--- config.mk ---
export PLATFORM = sky130hd
export DESIGN_NAME = encoder_menu_controller
export DESIGN_NICKNAME = d
export VERILOG_FILES = /design/src/rtl/emc_pkg.sv /design/src/rtl/emc_nudge.sv /design/src/rtl/emc_core.sv /design/src/rtl/encoder_menu_controller.sv
export SDC_FILE = /design/constraint.sdc
export NUM_CORES = 1
export LEC_CHECK = 0
export BUFFER_PORTS_ARGS = -buffer_cell sky130_fd_sc_hd__buf_2
export CORE_MARGIN = 5
export CORE_UTILIZATION = 56
export CTS_BUF_LIST = sky130_fd_sc_hd__clkbuf_16
export DETAILED_ROUTE_END_ITERATION = 10
export GPL_TIMING_DRIVEN = 0
export HOLD_SLACK_MARGIN = 0.03
export PLACE_DENSITY = 0.78
export SETUP_SLACK_MARGIN = 0.5
export SLEW_MARGIN = 5
export SYNTH_ARGS = -nofsm -noshare
export SYNTH_HDL_FRONTEND = slang
export SYNTH_HIERARCHICAL = 1
export SYNTH_SLANG_ARGS = --single-unit
--- constraint.sdc ---
create_clock -name clk -period 8.1 [get_ports clk]
set_input_delay 0.81 -clock clk [delete_from_list [all_inputs] [get_ports clk]]
set_output_delay 0.81 -clock clk [all_outputs]
set_load 0.03 [all_outputs]
--- src/rtl/emc_pkg.sv ---
// Shared types, codes and constant tables for the encoder menu controller.
package emc_pkg;

	localparam int unsigned UV_W = 24;
	localparam int unsigned STEP_W = 20;

	localparam logic [UV_W-1:0] LIMIT_RESET = 24'd15000000;
	localparam logic [UV_W-1:0] SETPOINT_RESET = 24'd10000000;
	localparam logic [UV_W-1:0] REFERENCE_RESET = 24'd10900000;

	localparam logic ACTION_POLL = 1'b0;
	localparam logic ACTION_LOAD = 1'b1;

	localparam logic [1:0] KEY_NONE = 2'd0;
	localparam logic [1:0] KEY_OK_SHORT = 2'd1;
	localparam logic [1:0] KEY_OK_LONG = 2'd2;

	localparam logic [1:0] LEVEL_ROOT = 2'd0;
	localparam logic [1:0] LEVEL_LIST = 2'd1;
	localparam logic [1:0] LEVEL_SHOW = 2'd2;
	localparam logic [1:0] LEVEL_ADJUST = 2'd3;

	localparam logic [1:0] MENU_VOLTAGE = 2'd0;
	localparam logic [1:0] MENU_CODE = 2'd1;
	localparam logic [1:0] MENU_CALIBRATE = 2'd2;
	localparam logic [1:0] MENU_TEMPERATURE = 2'd3;

	localparam logic [3:0] LED_ROOT = 4'd9;
	localparam logic [3:0] LED_NONE = 4'd0;

	localparam logic [1:0] MODE_NONE = 2'd0;
	localparam logic [1:0] MODE_HIGHLIGHT = 2'd1;
	localparam logic [1:0] MODE_BLINK = 2'd2;

	localparam logic [2:0] CURSOR_MAX_POS = 3'd6;

	typedef struct packed {
		logic action;
		logic [7:0] encoder_count;
		logic [1:0] key_code;
		logic [UV_W-1:0] voltage_uv;
	} item_t;

	typedef struct packed {
		logic refresh;
		logic [1:0] level;
		logic [1:0] selected_menu;
		logic [3:0] cursor_led;
		logic [1:0] cursor_mode;
		logic [UV_W-1:0] setting_uv;
		logic [UV_W-1:0] reference_now_uv;
		logic apply_setting;
	} result_t;

	function automatic logic [STEP_W-1:0] step_for_pos(input logic [2:0] pos);
		logic [STEP_W-1:0] s;
		case (pos)
			3'd0: s = 20'd1000000;
			3'd1: s = 20'd100000;
			3'd2: s = 20'd10000;
			3'd3: s = 20'd1000;
			3'd4: s = 20'd100;
			3'd5: s = 20'd10;
			default: s = 20'd1;
		endcase
		return s;
	endfunction

	function automatic logic [3:0] cursor_offset(input logic [1:0] menu);
		logic [3:0] o;
		case (menu)
			MENU_VOLTAGE: o = 4'd2;
			MENU_CODE: o = 4'd3;
			MENU_CALIBRATE: o = 4'd2;
			default: o = 4'd0;
		endcase
		return o;
	endfunction

	function automatic logic [2:0] cursor_top(input logic [1:0] menu);
		logic [2:0] t;
		case (menu)
			MENU_CODE: t = 3'd4;
			default: t = 3'd6;
		endcase
		return t;
	endfunction

endpackage

--- src/rtl/emc_nudge.sv ---
// Adjust unit: adds delta times a power of ten; rejects sums at or over the limit, clamps below zero to zero.
module emc_nudge (
	input  logic [emc_pkg::UV_W-1:0] value,
	input  logic [emc_pkg::UV_W-1:0] limit,
	input  logic signed [7:0]        delta,
	input  logic [2:0]               pos,
	output logic [emc_pkg::UV_W-1:0] result
);

	logic [2:0] pos_c;
	logic [emc_pkg::STEP_W-1:0] step;
	logic signed [emc_pkg::STEP_W+8:0] prod;
	logic signed [31:0] cand;
	logic signed [31:0] limit_s;

	always_comb begin
		pos_c = (pos > emc_pkg::CURSOR_MAX_POS) ? emc_pkg::CURSOR_MAX_POS : pos;
		step = emc_pkg::step_for_pos(pos_c);
		prod = delta * $signed({1'b0, step});
		cand = $signed({8'd0, value}) + 32'(prod);
		limit_s = $signed({8'd0, limit});
		if (cand < limit_s) begin
			if (cand < 0) begin
				result = '0;
			end else begin
				result = cand[emc_pkg::UV_W-1:0];
			end
		end else begin
			result = value;
		end
	end

endmodule

--- src/rtl/emc_core.sv ---
// Menu state registers and the navigation logic that updates them per item.
module emc_core (
	input  logic                     clk,
	input  logic                     arst_n,
	input  logic                     take,
	input  emc_pkg::item_t           item,
	input  logic [emc_pkg::UV_W-1:0] limit,
	output emc_pkg::result_t         result
);

	logic [1:0] depth_q, depth_d;
	logic [1:0] index_q, index_d;
	logic [2:0] cursor_q, cursor_d;
	logic [emc_pkg::UV_W-1:0] setpoint_q, setpoint_d;
	logic [emc_pkg::UV_W-1:0] reference_q, reference_d;
	logic [7:0] last_enc_q, last_enc_d;
	logic [1:0] last_key_q, last_key_d;
	logic pending_q, pending_d;

	logic signed [7:0] delta;
	logic changed;
	logic apply;
	logic refresh;
	logic signed [9:0] m_sum;
	logic signed [9:0] c_sum;
	logic [2:0] top;
	logic adjust_ref;
	logic [emc_pkg::UV_W-1:0] nudge_value;
	logic [emc_pkg::UV_W-1:0] nudge_limit;
	logic [emc_pkg::UV_W-1:0] nudge_out;

	assign delta = $signed(item.encoder_count - last_enc_q);
	assign adjust_ref = (index_q == emc_pkg::MENU_CALIBRATE);
	assign nudge_value = adjust_ref ? reference_q : setpoint_q;
	assign nudge_limit = adjust_ref ? limit : reference_q;

	emc_nudge u_nudge (
		.value (nudge_value),
		.limit (nudge_limit),
		.delta (delta),
		.pos   (cursor_q),
		.result(nudge_out)
	);

	always_comb begin
		depth_d = depth_q;
		index_d = index_q;
		cursor_d = cursor_q;
		setpoint_d = setpoint_q;
		reference_d = reference_q;
		last_enc_d = last_enc_q;
		last_key_d = last_key_q;
		pending_d = pending_q;
		apply = 1'b0;
		refresh = 1'b0;
		changed = (item.encoder_count != last_enc_q) || (item.key_code != last_key_q);
		m_sum = $signed({8'd0, index_q}) + 10'(delta);
		c_sum = $signed({7'd0, cursor_q}) + 10'(delta);
		top = emc_pkg::cursor_top(index_q);

		if (item.action == emc_pkg::ACTION_LOAD) begin
			setpoint_d = item.voltage_uv;
			pending_d = 1'b1;
		end else begin
			if (changed) begin
				last_enc_d = item.encoder_count;
				last_key_d = item.key_code;
				if (delta != 0 || item.key_code != emc_pkg::KEY_NONE) begin
					pending_d = 1'b1;
				end
				if (item.key_code == emc_pkg::KEY_OK_SHORT) begin
					if (depth_q == emc_pkg::LEVEL_ADJUST) begin
						depth_d = emc_pkg::LEVEL_SHOW;
					end else if (depth_q == emc_pkg::LEVEL_SHOW &&
							index_q == emc_pkg::MENU_TEMPERATURE) begin
						depth_d = emc_pkg::LEVEL_ROOT;
					end else begin
						depth_d = depth_q + 2'd1;
					end
				end else if (item.key_code == emc_pkg::KEY_OK_LONG) begin
					depth_d = emc_pkg::LEVEL_ROOT;
				end else if (delta != 0) begin
					case (depth_q)
						emc_pkg::LEVEL_LIST: begin
							if (m_sum < 0) begin
								index_d = 2'd0;
							end else if (m_sum > 10'sd3) begin
								index_d = 2'd3;
							end else begin
								index_d = m_sum[1:0];
							end
						end
						emc_pkg::LEVEL_SHOW: begin
							if (index_q != emc_pkg::MENU_TEMPERATURE) begin
								if (c_sum < 0) begin
									cursor_d = 3'd0;
								end else if (c_sum > $signed({7'd0, top})) begin
									cursor_d = top;
								end else begin
									cursor_d = c_sum[2:0];
								end
							end
						end
						emc_pkg::LEVEL_ADJUST: begin
							if (index_q == emc_pkg::MENU_VOLTAGE) begin
								setpoint_d = nudge_out;
								apply = 1'b1;
							end else if (index_q == emc_pkg::MENU_CALIBRATE) begin
								reference_d = nudge_out;
							end
						end
						default: begin
						end
					endcase
				end
			end
			refresh = pending_d;
			pending_d = 1'b0;
		end

		result.refresh = refresh;
		result.level = depth_d;
		result.selected_menu = index_d;
		result.setting_uv = setpoint_d;
		result.reference_now_uv = reference_d;
		result.apply_setting = apply;
		if (depth_d == emc_pkg::LEVEL_ROOT) begin
			result.cursor_led = emc_pkg::LED_ROOT;
			result.cursor_mode = emc_pkg::MODE_BLINK;
		end else if (depth_d != emc_pkg::LEVEL_LIST &&
				index_d != emc_pkg::MENU_TEMPERATURE) begin
			result.cursor_led = {1'b0, cursor_d} + emc_pkg::cursor_offset(index_d);
			result.cursor_mode = (depth_d == emc_pkg::LEVEL_SHOW) ?
				emc_pkg::MODE_HIGHLIGHT : emc_pkg::MODE_BLINK;
		end else begin
			result.cursor_led = emc_pkg::LED_NONE;
			result.cursor_mode = emc_pkg::MODE_NONE;
		end
	end

	always_ff @(posedge clk or negedge arst_n) begin
		if (!arst_n) begin
			depth_q <= emc_pkg::LEVEL_ROOT;
			index_q <= emc_pkg::MENU_VOLTAGE;
			cursor_q <= 3'd0;
			setpoint_q <= emc_pkg::SETPOINT_RESET;
			reference_q <= emc_pkg::REFERENCE_RESET;
			last_enc_q <= 8'd0;
			last_key_q <= emc_pkg::KEY_NONE;
			pending_q <= 1'b1;
		end else if (take) begin
			depth_q <= depth_d;
			index_q <= index_d;
			cursor_q <= cursor_d;
			setpoint_q <= setpoint_d;
			reference_q <= reference_d;
			last_enc_q <= last_enc_d;
			last_key_q <= last_key_d;
			pending_q <= pending_d;
		end
	end

endmodule

--- src/rtl/encoder_menu_controller.sv ---
// Top level of the encoder menu controller: input register, menu core, result register.
// An accepted item is held in the input register; its result passes through the result register to the master side.
// Throughput: one item per cycle unless stalled; the core's next state is combinational.
// A stalled master side holds the result register and the input register backs up behind it.
// Reset (arst_n low, asynchronous) empties both registers, returns the menu to root with
// setpoint 10000000 uV, reference 10900000 uV, limit 15000000 uV and a redraw pending.
module encoder_menu_controller (
	input  logic        clk,
	input  logic        arst_n,
	input  logic        s_tvalid,
	output logic        s_tready,
	input  logic [39:0] s_tdata,  // encoder_count[7:0], key_code[9:8], voltage_uv[33:10], zeros
	input  logic        s_tuser,  // action[0]
	output logic        m_tvalid,
	input  logic        m_tready,
	output logic [63:0] m_tdata,  // refresh[0], level[2:1], selected_menu[4:3],
	                              // cursor_led[8:5], cursor_mode[10:9], setting_uv[34:11],
	                              // reference_now_uv[58:35], apply_setting[59], zeros
	input  logic        cfg_we,
	input  logic [23:0] cfg_wdata
);

	emc_pkg::item_t item_s1;
	logic valid_s1;
	emc_pkg::result_t core_result;
	emc_pkg::result_t result_s2;
	logic valid_s2;
	logic [emc_pkg::UV_W-1:0] limit_q;
	logic out_free;
	logic advance;

	assign out_free = !valid_s2 || m_tready;
	assign advance = valid_s1 && out_free;
	assign s_tready = !valid_s1 || out_free;

	always_ff @(posedge clk or negedge arst_n) begin
		if (!arst_n) begin
			limit_q <= emc_pkg::LIMIT_RESET;
		end else if (cfg_we) begin
			limit_q <= cfg_wdata;
		end
	end

	always_ff @(posedge clk or negedge arst_n) begin
		if (!arst_n) begin
			valid_s1 <= 1'b0;
		end else if (s_tready) begin
			valid_s1 <= s_tvalid;
		end
	end

	always_ff @(posedge clk) begin
		if (s_tready && s_tvalid) begin
			item_s1.action <= s_tuser;
			item_s1.encoder_count <= s_tdata[7:0];
			item_s1.key_code <= s_tdata[9:8];
			item_s1.voltage_uv <= s_tdata[33:10];
		end
	end

	emc_core u_core (
		.clk   (clk),
		.arst_n(arst_n),
		.take  (advance),
		.item  (item_s1),
		.limit (limit_q),
		.result(core_result)
	);

	always_ff @(posedge clk or negedge arst_n) begin
		if (!arst_n) begin
			valid_s2 <= 1'b0;
		end else if (out_free) begin
			valid_s2 <= valid_s1;
		end
	end

	always_ff @(posedge clk) begin
		if (advance) begin
			result_s2 <= core_result;
		end
	end

	assign m_tvalid = valid_s2;
	assign m_tdata = {4'd0,
		result_s2.apply_setting,
		result_s2.reference_now_uv,
		result_s2.setting_uv,
		result_s2.cursor_mode,
		result_s2.cursor_led,
		result_s2.selected_menu,
		result_s2.level,
		result_s2.refresh};

endmodule

# ---- Word-level counts from Yosys, hierarchy flattened
# Cells that the tools add are included.
dict set report totals {
  ff_bits 187
  in_bits 70
  output_inout_bits 66
  wordCells 139
}
dict set report classes {
  add_sub_neg 6
  multipliers 1
  magnitude_cmp 7
  eq_ne 21
  mux 54
  bitwise_logic 5
  reduce_logical 20
}
# op n
set op_table {}
lappend op_table {{24-bit 2-to-1 mux} 19}
lappend op_table {{20-bit case mux with 6 select lines} 1}
lappend op_table {{2-bit 2-to-1 mux} 16}
lappend op_table {{32-bit nonzero test} 1}
lappend op_table {{25-bit by 29-bit adder with 30-bit output} 1}
lappend op_table {{30-bit by 1-bit less-than comparator with 1-bit output (second input constant)} 1}
lappend op_table {{30-bit by 25-bit less-than comparator with 1-bit output} 1}
lappend op_table {{3-bit 2-to-1 mux} 10}
lappend op_table {{8-bit by 21-bit multiplier with 29-bit output} 1}
lappend op_table {{9-bit by 1-bit less-than comparator with 1-bit output (second input constant)} 2}
lappend op_table {{2-bit equality test (second input constant)} 7}
lappend op_table {{3-bit by 8-bit adder with 9-bit output} 1}
lappend op_table {{4-bit by 8-bit adder with 9-bit output} 1}
lappend op_table {{9-bit by 3-bit > comparator with 1-bit output (second input constant)} 1}
lappend op_table {{9-bit by 4-bit > comparator with 1-bit output} 1}
lappend op_table {{2-bit by 1-bit equality test with 1-bit output (second input constant)} 4}
lappend op_table {{4-bit 2-to-1 mux} 2}
lappend op_table {{8-bit != test} 1}
lappend op_table {{8-bit subtractor} 1}
lappend op_table {{3-bit by 2-bit equality test with 1-bit output (second input constant)} 2}
lappend op_table {{3-bit equality test (second input constant)} 2}
lappend op_table {{2-bit zero test} 3}
lappend op_table {{6-bit 2-to-1 mux} 1}
lappend op_table {{6-bit OR reduction} 1}
lappend op_table {{other kinds (17)} 33}

# ---- Longest topological paths before layout
# Gate-level depths: netlist of run 1.
dict set report logic_depth {
  depth_word 18
  mapped_depth 40
  ltp_nobuf 39
}

# ---- Hierarchy
# The synthesis of run 1 kept the hierarchy.
# module n_inst cells_each area_each_um2 seq_area_each_um2
set modules_own_cells {}
lappend modules_own_cells {emc_nudge 1 788 6622.6 0.0}
lappend modules_own_cells {emc_core 1 669 5430.2 1672.9}
lappend modules_own_cells {encoder_menu_controller 1 159 3985.1 3515.9}

# ---- Worst setup path after synthesis of run 1
# OpenSTA, ideal clock, no wires.
dict set report synth_timing {
  path_type {register -> register}
  startpoint {reg item_s1[27] (netlist name)}
  endpoint {reg result_s2 (netlist bit m_tdata[38]), data pin}
  setup_time_ps 260
  arrival_ps 8372
  t_required_ps 7840
  slack_ps -532
  stages_incl_launch_ff 35
  n_path_buf 1
  period_less_slack_ps 8632
  path_cell_list {edfxtp_1 -> ha_1 -> nor2b_1 -> o311a_1 -> o21ai_4 -> xor2_4 -> inv_1 -> clkinv_1 -> a21oi_1 -> fa_1 -> fa_1 -> inv_1 -> fa_1 -> fa_1 -> inv_1 -> ha_1 -> ha_1 -> a21o_1 -> a21oi_2 -> nand3_1 -> or4_4 -> a31oi_1 -> o21ai_0 -> a21oi_1 -> xnor2_1 -> ha_1 -> a2111oi_0 -> o2111ai_1 -> a21oi_1 -> nand3_1 -> nor4_4 -> buf_6 -> mux2i_1 -> nor2_2 -> mux2_2}
}
# element line
set synth_rtl {}
lappend synth_rtl {{start: declaration} encoder_menu_controller.sv:23} ;# emc_pkg::item_t item_s1;
lappend synth_rtl {{end signal: assignment} encoder_menu_controller.sv:80} ;# result_s2 <= core_result;
lappend synth_rtl {{end: declaration} encoder_menu_controller.sv:26} ;# emc_pkg::result_t result_s2;

==> flow_summary.toml, run 1 <==
[floorplan]
coreArea_um2 = 28500
ios = 136
dieArea_um2 = 32100
start_util_pct = 56.3
dieHeight_um = 179
rows = 62
fp.dieW_um = 179

[route]
wl_per_cell_um = 20.5
firstDrtPassIters = 5
drt-total-wl_mm = 45.6
vias = 13200
detail-route-antenna-nets = 0
wl_met1_mm = 17.6
top_layer_used = "met4"
vias_per_cell = 5.92
drt-initial-drc-count = 1189
drc = 0
met3_length_mm = 3.26
route.met2.wl_mm = 22.7

[finish]
drive_above_1_share_pct = 27.6
register_area_um2 = 5190
final_common_cell = "nand2_1"
nNetsFinal = 2149
final_cell_mix = "nand2_1 (248), inv_1 (209), buf_2 (132)"
fillers = 2086
area_delta_synth_final_pct = 20.8
utilization_pct = 68.1
antenna_cells = 0
multi_input_area_um2 = 10600

[setup_path]
critPathArrivalTime_ps = 9090
critPathLaunchType = "flop"
worstPathRequired_ps = 8290
slowest_stage = "fa_1"
reg2reg_from = "item_s1[26]"
end_kind = "flop"
r2r_end = "m_tdata[56]"
r2r_cells = 36
crit_type = "reg2reg"
max_stage_delay_ps = 520
rrSetupSlack_ps = -800
crit_end = "m_tdata[56]"
path_max_fanout = 7
crit_path_frequent_cell = "fa_1"
worstSetupStartpoint = "item_s1[26]"

[yosys]
ys_ff_latch = 187
yosysWarnings = 6
synthDistinctLibCells = 80
synthMuxAreaShare_pct = 9.20
syn_area_per_cell_um2 = 9.92
synth_compound_area_share_pct = 9.81
synth-edff-count = 95
async_reset_ff_share_pct = 49.2
synth_top_family_by_area = "adder cells"
synthFlopType = "edfxtp_1"
synth_xor_area_share_pct = 1.97
yosysSeqAreaShare_pct = 32.4
yosys.area_share.adder_pct = 25.0
netlist_area_um2 = 16000
syn_inst = 1616
yosys.area_share.simple_pct = 13.9

[timing]
setup_ws_ps = -800
skew_ps = 16.9
rsz0062_at_grt = "true"
fmax_mhz = 112
max_slew_margin_pct = 38.2
worst_pin_slew_ps = 927
setup_violations = 96
final_max_slew_viol_count = 0
post-route-period-util_pct = 110
min_period_ps = 8900
finalHoldViolations = 0

[clocking]
clock_sinks = 187
htree_num_levels = 4
clk_latency_ps = 440
clock_path_buffers = 2
numCtsBuffers = 17
cts_tree = "built"
clk_pin_slew_ps = 70
root_buffer = "clkbuf_16"
cts_hold_buffers = 0

[placement]
gp_congestion = 0.934
dp_hpwl_mm = 32.9
io_buffers = 124

[global_routing]
grt_pass1_wl_mm = 69.2
grtUsageTotal_pct = 27.9
grt_max_degree = 65
gr-total-overflow = 0
first_global_vias = 13200
antenna_found_initial = 1

[status]
violations = "setup timing"
status = "finished with violations"

[run]
max-cap-violations = 0

[worst_hold_path]
min_path_type = "in2async"
==> critical path: cells and delay by family, from the launching register on <==
| kind | cells | cell delay (ps) |
|---|---|---|
| AOI/OAI and AO/OA | 8 | 1880 |
| and+or+nand+nor | 8 | 1120 |
| muxes | 2 | 570 |
| buffers and inverters | 7 | 890 |
| DFF | 1 | 410 |
| xor gates and xnor gates | 2 | 470 |
| adders and majority gates | 9 | 3300 |
==> sequential cells by signal, indices dropped and copies added (netlist names) <==
| register | flops |
|---|---|
| m_tdata | 60 |
| item_s1 | 35 |
| limit_q | 24 |
| u_core/reference_q | 24 |
| u_core/setpoint_q | 24 |
| u_core/last_enc_q | 8 |
| u_core/cursor_q | 3 |
| u_core/depth_q | 2 |
| u_core/index_q | 2 |
| u_core/last_key_q | 2 |
| m_tvalid | 1 |
| u_core/pending_q | 1 |
| valid_s1 | 1 |
==> cells by family (layout without fill, tap and decap cells) <==
logic type	after synthesis	after routing
simple gates	473	473
xor+xnor	33	33
fa+ha+maj	248	248
flops	187	187
buf+inv	288	512
mux	130	130
other cells	2	6
compound gates	255	255
==> synth_stat cells, drive strengths merged, types with 2 or more instances <==
master,number,area share [%]
dfstp,27,4.4
nand3,15,0.47
o211ai,5,0.23
o21ai,63,2.0
o2111ai,2,0.11
o31ai,13,0.61
fa,121,15
nand3b,4,0.19
or4,3,0.19
nor2,83,2.3
nor2b,21,0.82
nand2,253,6.0
a211o,2,0.11
a21o,15,0.70
inv,217,5.1
o22ai,50,2.0
o32ai,2,0.11
mux2i,51,3.2
mux2,79,6.0
xor2,14,0.88
o31a,2,0.11
and2,23,0.90
buf,30,1.6
nand4,9,0.44
a211oi,6,0.28
or3,2,0.078
or2,5,0.20
dfrtp,65,10
nor4,4,0.25
nand2b,22,0.90
a31oi,10,0.39
o21a,7,0.33
clkinv,3,0.070
edfxtp,95,18
o21bai,2,0.094
conb,2,0.047
and4,2,0.12
ha,127,9.9
nor3,8,0.28
a21oi,64,2.0
and3,16,0.63
xnor2,19,1.1
clkbuf,38,0.89
==> how the worst min path moves through the flow <==
stage               slack [ps]               end  cells past startpoint              from
floorplan                  450  u_core/pending_q                      2  u_core/pending_q
global placement           460          m_tvalid                      1          valid_s1
detailed placement         460  u_core/pending_q                      2  u_core/pending_q
CTS                        350       limit_q[11]                      1            arst_n
global route               380        limit_q[1]                      1            arst_n
finish                     350       limit_q[12]                      1            arst_n
==> through the flow <==
step / hold WS (ps) / area, um2 / setup slack [ps] / instances / setup TNS, ps
4_1_cts: 355 / 18800 / -653 / 2212 / -48820
3_5_place_dp: 462 / 17400 / -1880 / 2129 / -163600
2_1_floorplan: 448 / 16200 / -135 / 1620 / -4060
3_3_place_gp: 460 / 17300 / -1800 / 2128 / -156120
5_1_grt: 383 / 19400 / -1040 / 2228 / -86580
6_report: 351 / 19400 / -800 / 2228 / -62050
==> per-layer routing <==
metal | vias up | GRT usage [%]
li1 | 5868 | -
met5 | - | 0
met1 | 6532 | 35.1
met2 | 652 | 47.9
met3 | 137 | 4.51
met4 | 0 | 11.3
==> layout make-up <==
type | count | share of cell area, %
flip-flops and latches | 187 | 26.8
clock buffers | 17 | 2.20
clock inverters | 15 | 0.897
well taps | 384 | 2.48
multi-input cells | 1145 | 54.6
inverters | 220 | 4.35
plain buffers | 68 | 2.18
repair buffers | 192 | 6.54
==> what timing repair did <==
item | 4_1_cts | 5_1_grt
endpoints found under the setup margin | 96 | 96
pin swaps | 53 | 31
resized for setup | 90 | 89
gates cloned | 2 | 0
buffers inserted | 49 | 16
Power of run 1 is left out: the tool's default activity adds up to more than one toggle a clock period on the data nets, which glitch-free logic cannot reach.
==> inputs of run 2 (changes only) <==
--- a/config.mk
+++ b/config.mk
@@ -5,6 +5,7 @@
 export SDC_FILE = /design/constraint.sdc
 export NUM_CORES = 1
 export LEC_CHECK = 0
+export ABC_AREA = 1
 export BUFFER_PORTS_ARGS = -buffer_cell sky130_fd_sc_hd__buf_2
 export CORE_MARGIN = 5
 export CORE_UTILIZATION = 56
==> run 2 against run 1 <==
- the run now ends clean
- cell count rose by 20%
- design area increased by 3.4%
- area after synthesis up 1.5%
- routed wire length grew 8.7%
- count of clock-buffer cells in the layout stayed put
- via count grew 12%
- die area grew 1.4%
- flip-flop and latch count stayed put
- largest cell class unchanged
- maximum frequency is 15% higher
- setup slack better by 1100 ps
- critical path depth up 7
- non-clock buffer count fell by 1
==> flow_summary.toml, run 2 <==
[route]
vias_per_cell = 5.56
detail-route-antenna-nets = 0
drt-initial-drc-count = 1249
firstDrtPassIters = 6
wl_per_cell_um = 18.6
drc = 0
vias = 14800
drt-total-wl_mm = 49.5

[floorplan]
dieArea_um2 = 32600
fp.dieW_um = 180
dieHeight_um = 180
coreArea_um2 = 28700
ios = 136
rows = 62
start_util_pct = 56.7

[status]
status = "completed"

[yosys]
yosysSeqAreaShare_pct = 31.9
synthDistinctLibCells = 49
synthFlopType = "edfxtp_1"
synthTopCellsByCount = "nand2_1 (500), inv_1 (416), nor2_1 (214)"
syn_area_per_cell_um2 = 7.93
yosysWarnings = 6
netlist_area_um2 = 16300
yosysTopAreaCell = "edfxtp_1"
netlist.area_leader.share_pct = 17.5
async_reset_ff_share_pct = 49.2
ys_ff_latch = 187
syn_inst = 2051
yosys-top-cells-area = "edfxtp_1 (18%), fa_1 (15%), nand2_1 (12%), dfrtp_1 (10%), ha_1 (9.8%)"
synth_most_common_cell = "nand2_1"
synth-edff-count = 95

[setup_path]
r2r_cells = 43
crit_end = "u_core/setpoint_q[17]"
rrSetupSlack_ps = 330
crit_type = "reg2reg"
slowest_stage = "fa_2"
end_kind = "flop"
crit_family = "adder cells"
crit_buf_inv = 9
crit_path_frequent_cell = "nand2_1"
path_max_fanout = 10
critPathLaunchType = "flop"
path_depth = 43
max_stage_delay_ps = 600
critPathArrivalTime_ps = 8140
worstPathRequired_ps = 8470
reg2reg_from = "item_s1[28]"
r2r_end = "u_core/setpoint_q[17]"
worstSetupStartpoint = "item_s1[28]"

[placement]
place_ws_ps = -971
gp_congestion = 1.00
dp_hpwl_mm = 37.1
io_buffers = 124

[finish]
largest_reg_flops = 60
drive_above_1_share_pct = 25.9
area_delta_synth_final_pct = 23.1
final_common_cell = "nand2_1"
nNetsFinal = 2587
final_cell_mix = "nand2_1 (461), inv_1 (398), nor2_1 (144)"
antenna_cells = 0

[global_routing]
grtUsageTotal_pct = 29.0
grt_max_degree = 69
antenna_found_initial = 0
first_global_vias = 14900
gr-total-overflow = 0
grt_pass1_wl_mm = 75.9

[clocking]
clk_pin_slew_ps = 80
cts_hold_buffers = 0
clk_latency_ps = 450
cts_tree = "built"
clock_sinks = 187
numCtsBuffers = 17
clock_path_buffers = 2
htree_num_levels = 4
root_buffer = "clkbuf_16"

[timing]
max_slew_margin_pct = 36.5
min_period_ps = 7770
final_max_slew_viol_count = 0
fmax_mhz = 129
finalHoldViolations = 0
worst_pin_slew_ps = 942
setup_violations = 0
post-route-period-util_pct = 95.9
setup_ws_ps = 330
skew_ps = 11.2
rsz0062_at_grt = "true"

[worst_hold_path]
min_path_type = "in2async"

[run]
max-cap-violations = 0
==> run 2: cell types whose count changed in the layout (fill, tap and decap cells not counted), sizes merged, moves of 21 or more <==
| cell | change |
|---|---|
| and2 | -22 |
| a21oi | +29 |
| o21ai | +114 |
| nand2b | -22 |
| nor2 | +142 |
| nand2 | +260 |
| mux2 | -79 |
| inv | +203 |
| nand3 | +35 |
| nor2b | -21 |
| o22ai | -47 |
| mux2i | -51 |
==> run 2: stage by stage <==
stage | std cells | area [um2] | utilization, % | TNS [ps] | hold slack [ps]
floorplan | 2055 | 16300 | - | 0 | 447
global placement | 2563 | 17400 | 60.6 | -52860 | 459
detailed placement | 2566 | 17500 | 60.9 | -64620 | 465
CTS | 2630 | 19200 | 66.7 | 0 | 270
global route | 2666 | 20000 | 69.8 | 0 | 287
finish | 2666 | 20000 | 69.8 | 0 | 268
==> run 2: worst reg2reg max path, delay by kind of cell, from the launching register on <==
kind,cells,cell delay [ps]
AND/OR/NAND/NOR,16,1650
adder cells (fa/ha/maj),8,3040
XOR/XNOR,1,260
buffers and inverters,9,1070
AO/OA/AOI/OAI,9,1240
flip-flops,1,450
==> run 2: worst min path at each step <==
stage | cells after the start | startpoint | slack, ps | endpoint
floorplan | 2 | valid_s1 | 450 | m_tvalid
global placement | 2 | valid_s1 | 460 | m_tvalid
detailed placement | 2 | limit_q[18] | 460 | limit_q[18]
CTS | 1 | arst_n | 270 | u_core/last_enc_q[4]
global route | 1 | arst_n | 290 | u_core/last_enc_q[4]
finish | 1 | arst_n | 270 | u_core/last_enc_q[5]
==> run 2: timing repair <==
item                       CTS  global route
gates resized for setup    202           142
setup endpoints to repair   96            96
gates cloned                 1             0
pin swaps                   54            81
setup buffers               31            36
==> run 2: cells by family after synthesis <==
kind of cell,count (synthesis),synth area share (%)
and+or+nand+nor,817,20.4
buffers and inverters,486,12.0
AOI/OAI and AO/OA,286,9.58
adders and majority gates,248,24.7
DFF,187,31.9
xor gates and xnor gates,25,1.51
other,2,0.0461
==> run 2: routing by layer <==
metal	GRT usage (%)	part of all wire (%)
met5	0	0
met4	11.0	4.9
met3	4.82	7.8
met2	49.8	48
met1	37.0	39
==> run 2: area by class of cell <==
cell class | instances | area [um2]
fillers | 2173 | 8660
repair buffers | 195 | 1270
flip-flops and latches | 187 | 5190
plain buffers | 64 | 437
inverters | 422 | 1610
well taps | 384 | 480
multi-input cells | 1382 | 10400
clock buffers | 17 | 425
clock inverters | 15 | 206
Power of run 2 is left out for the same reason.
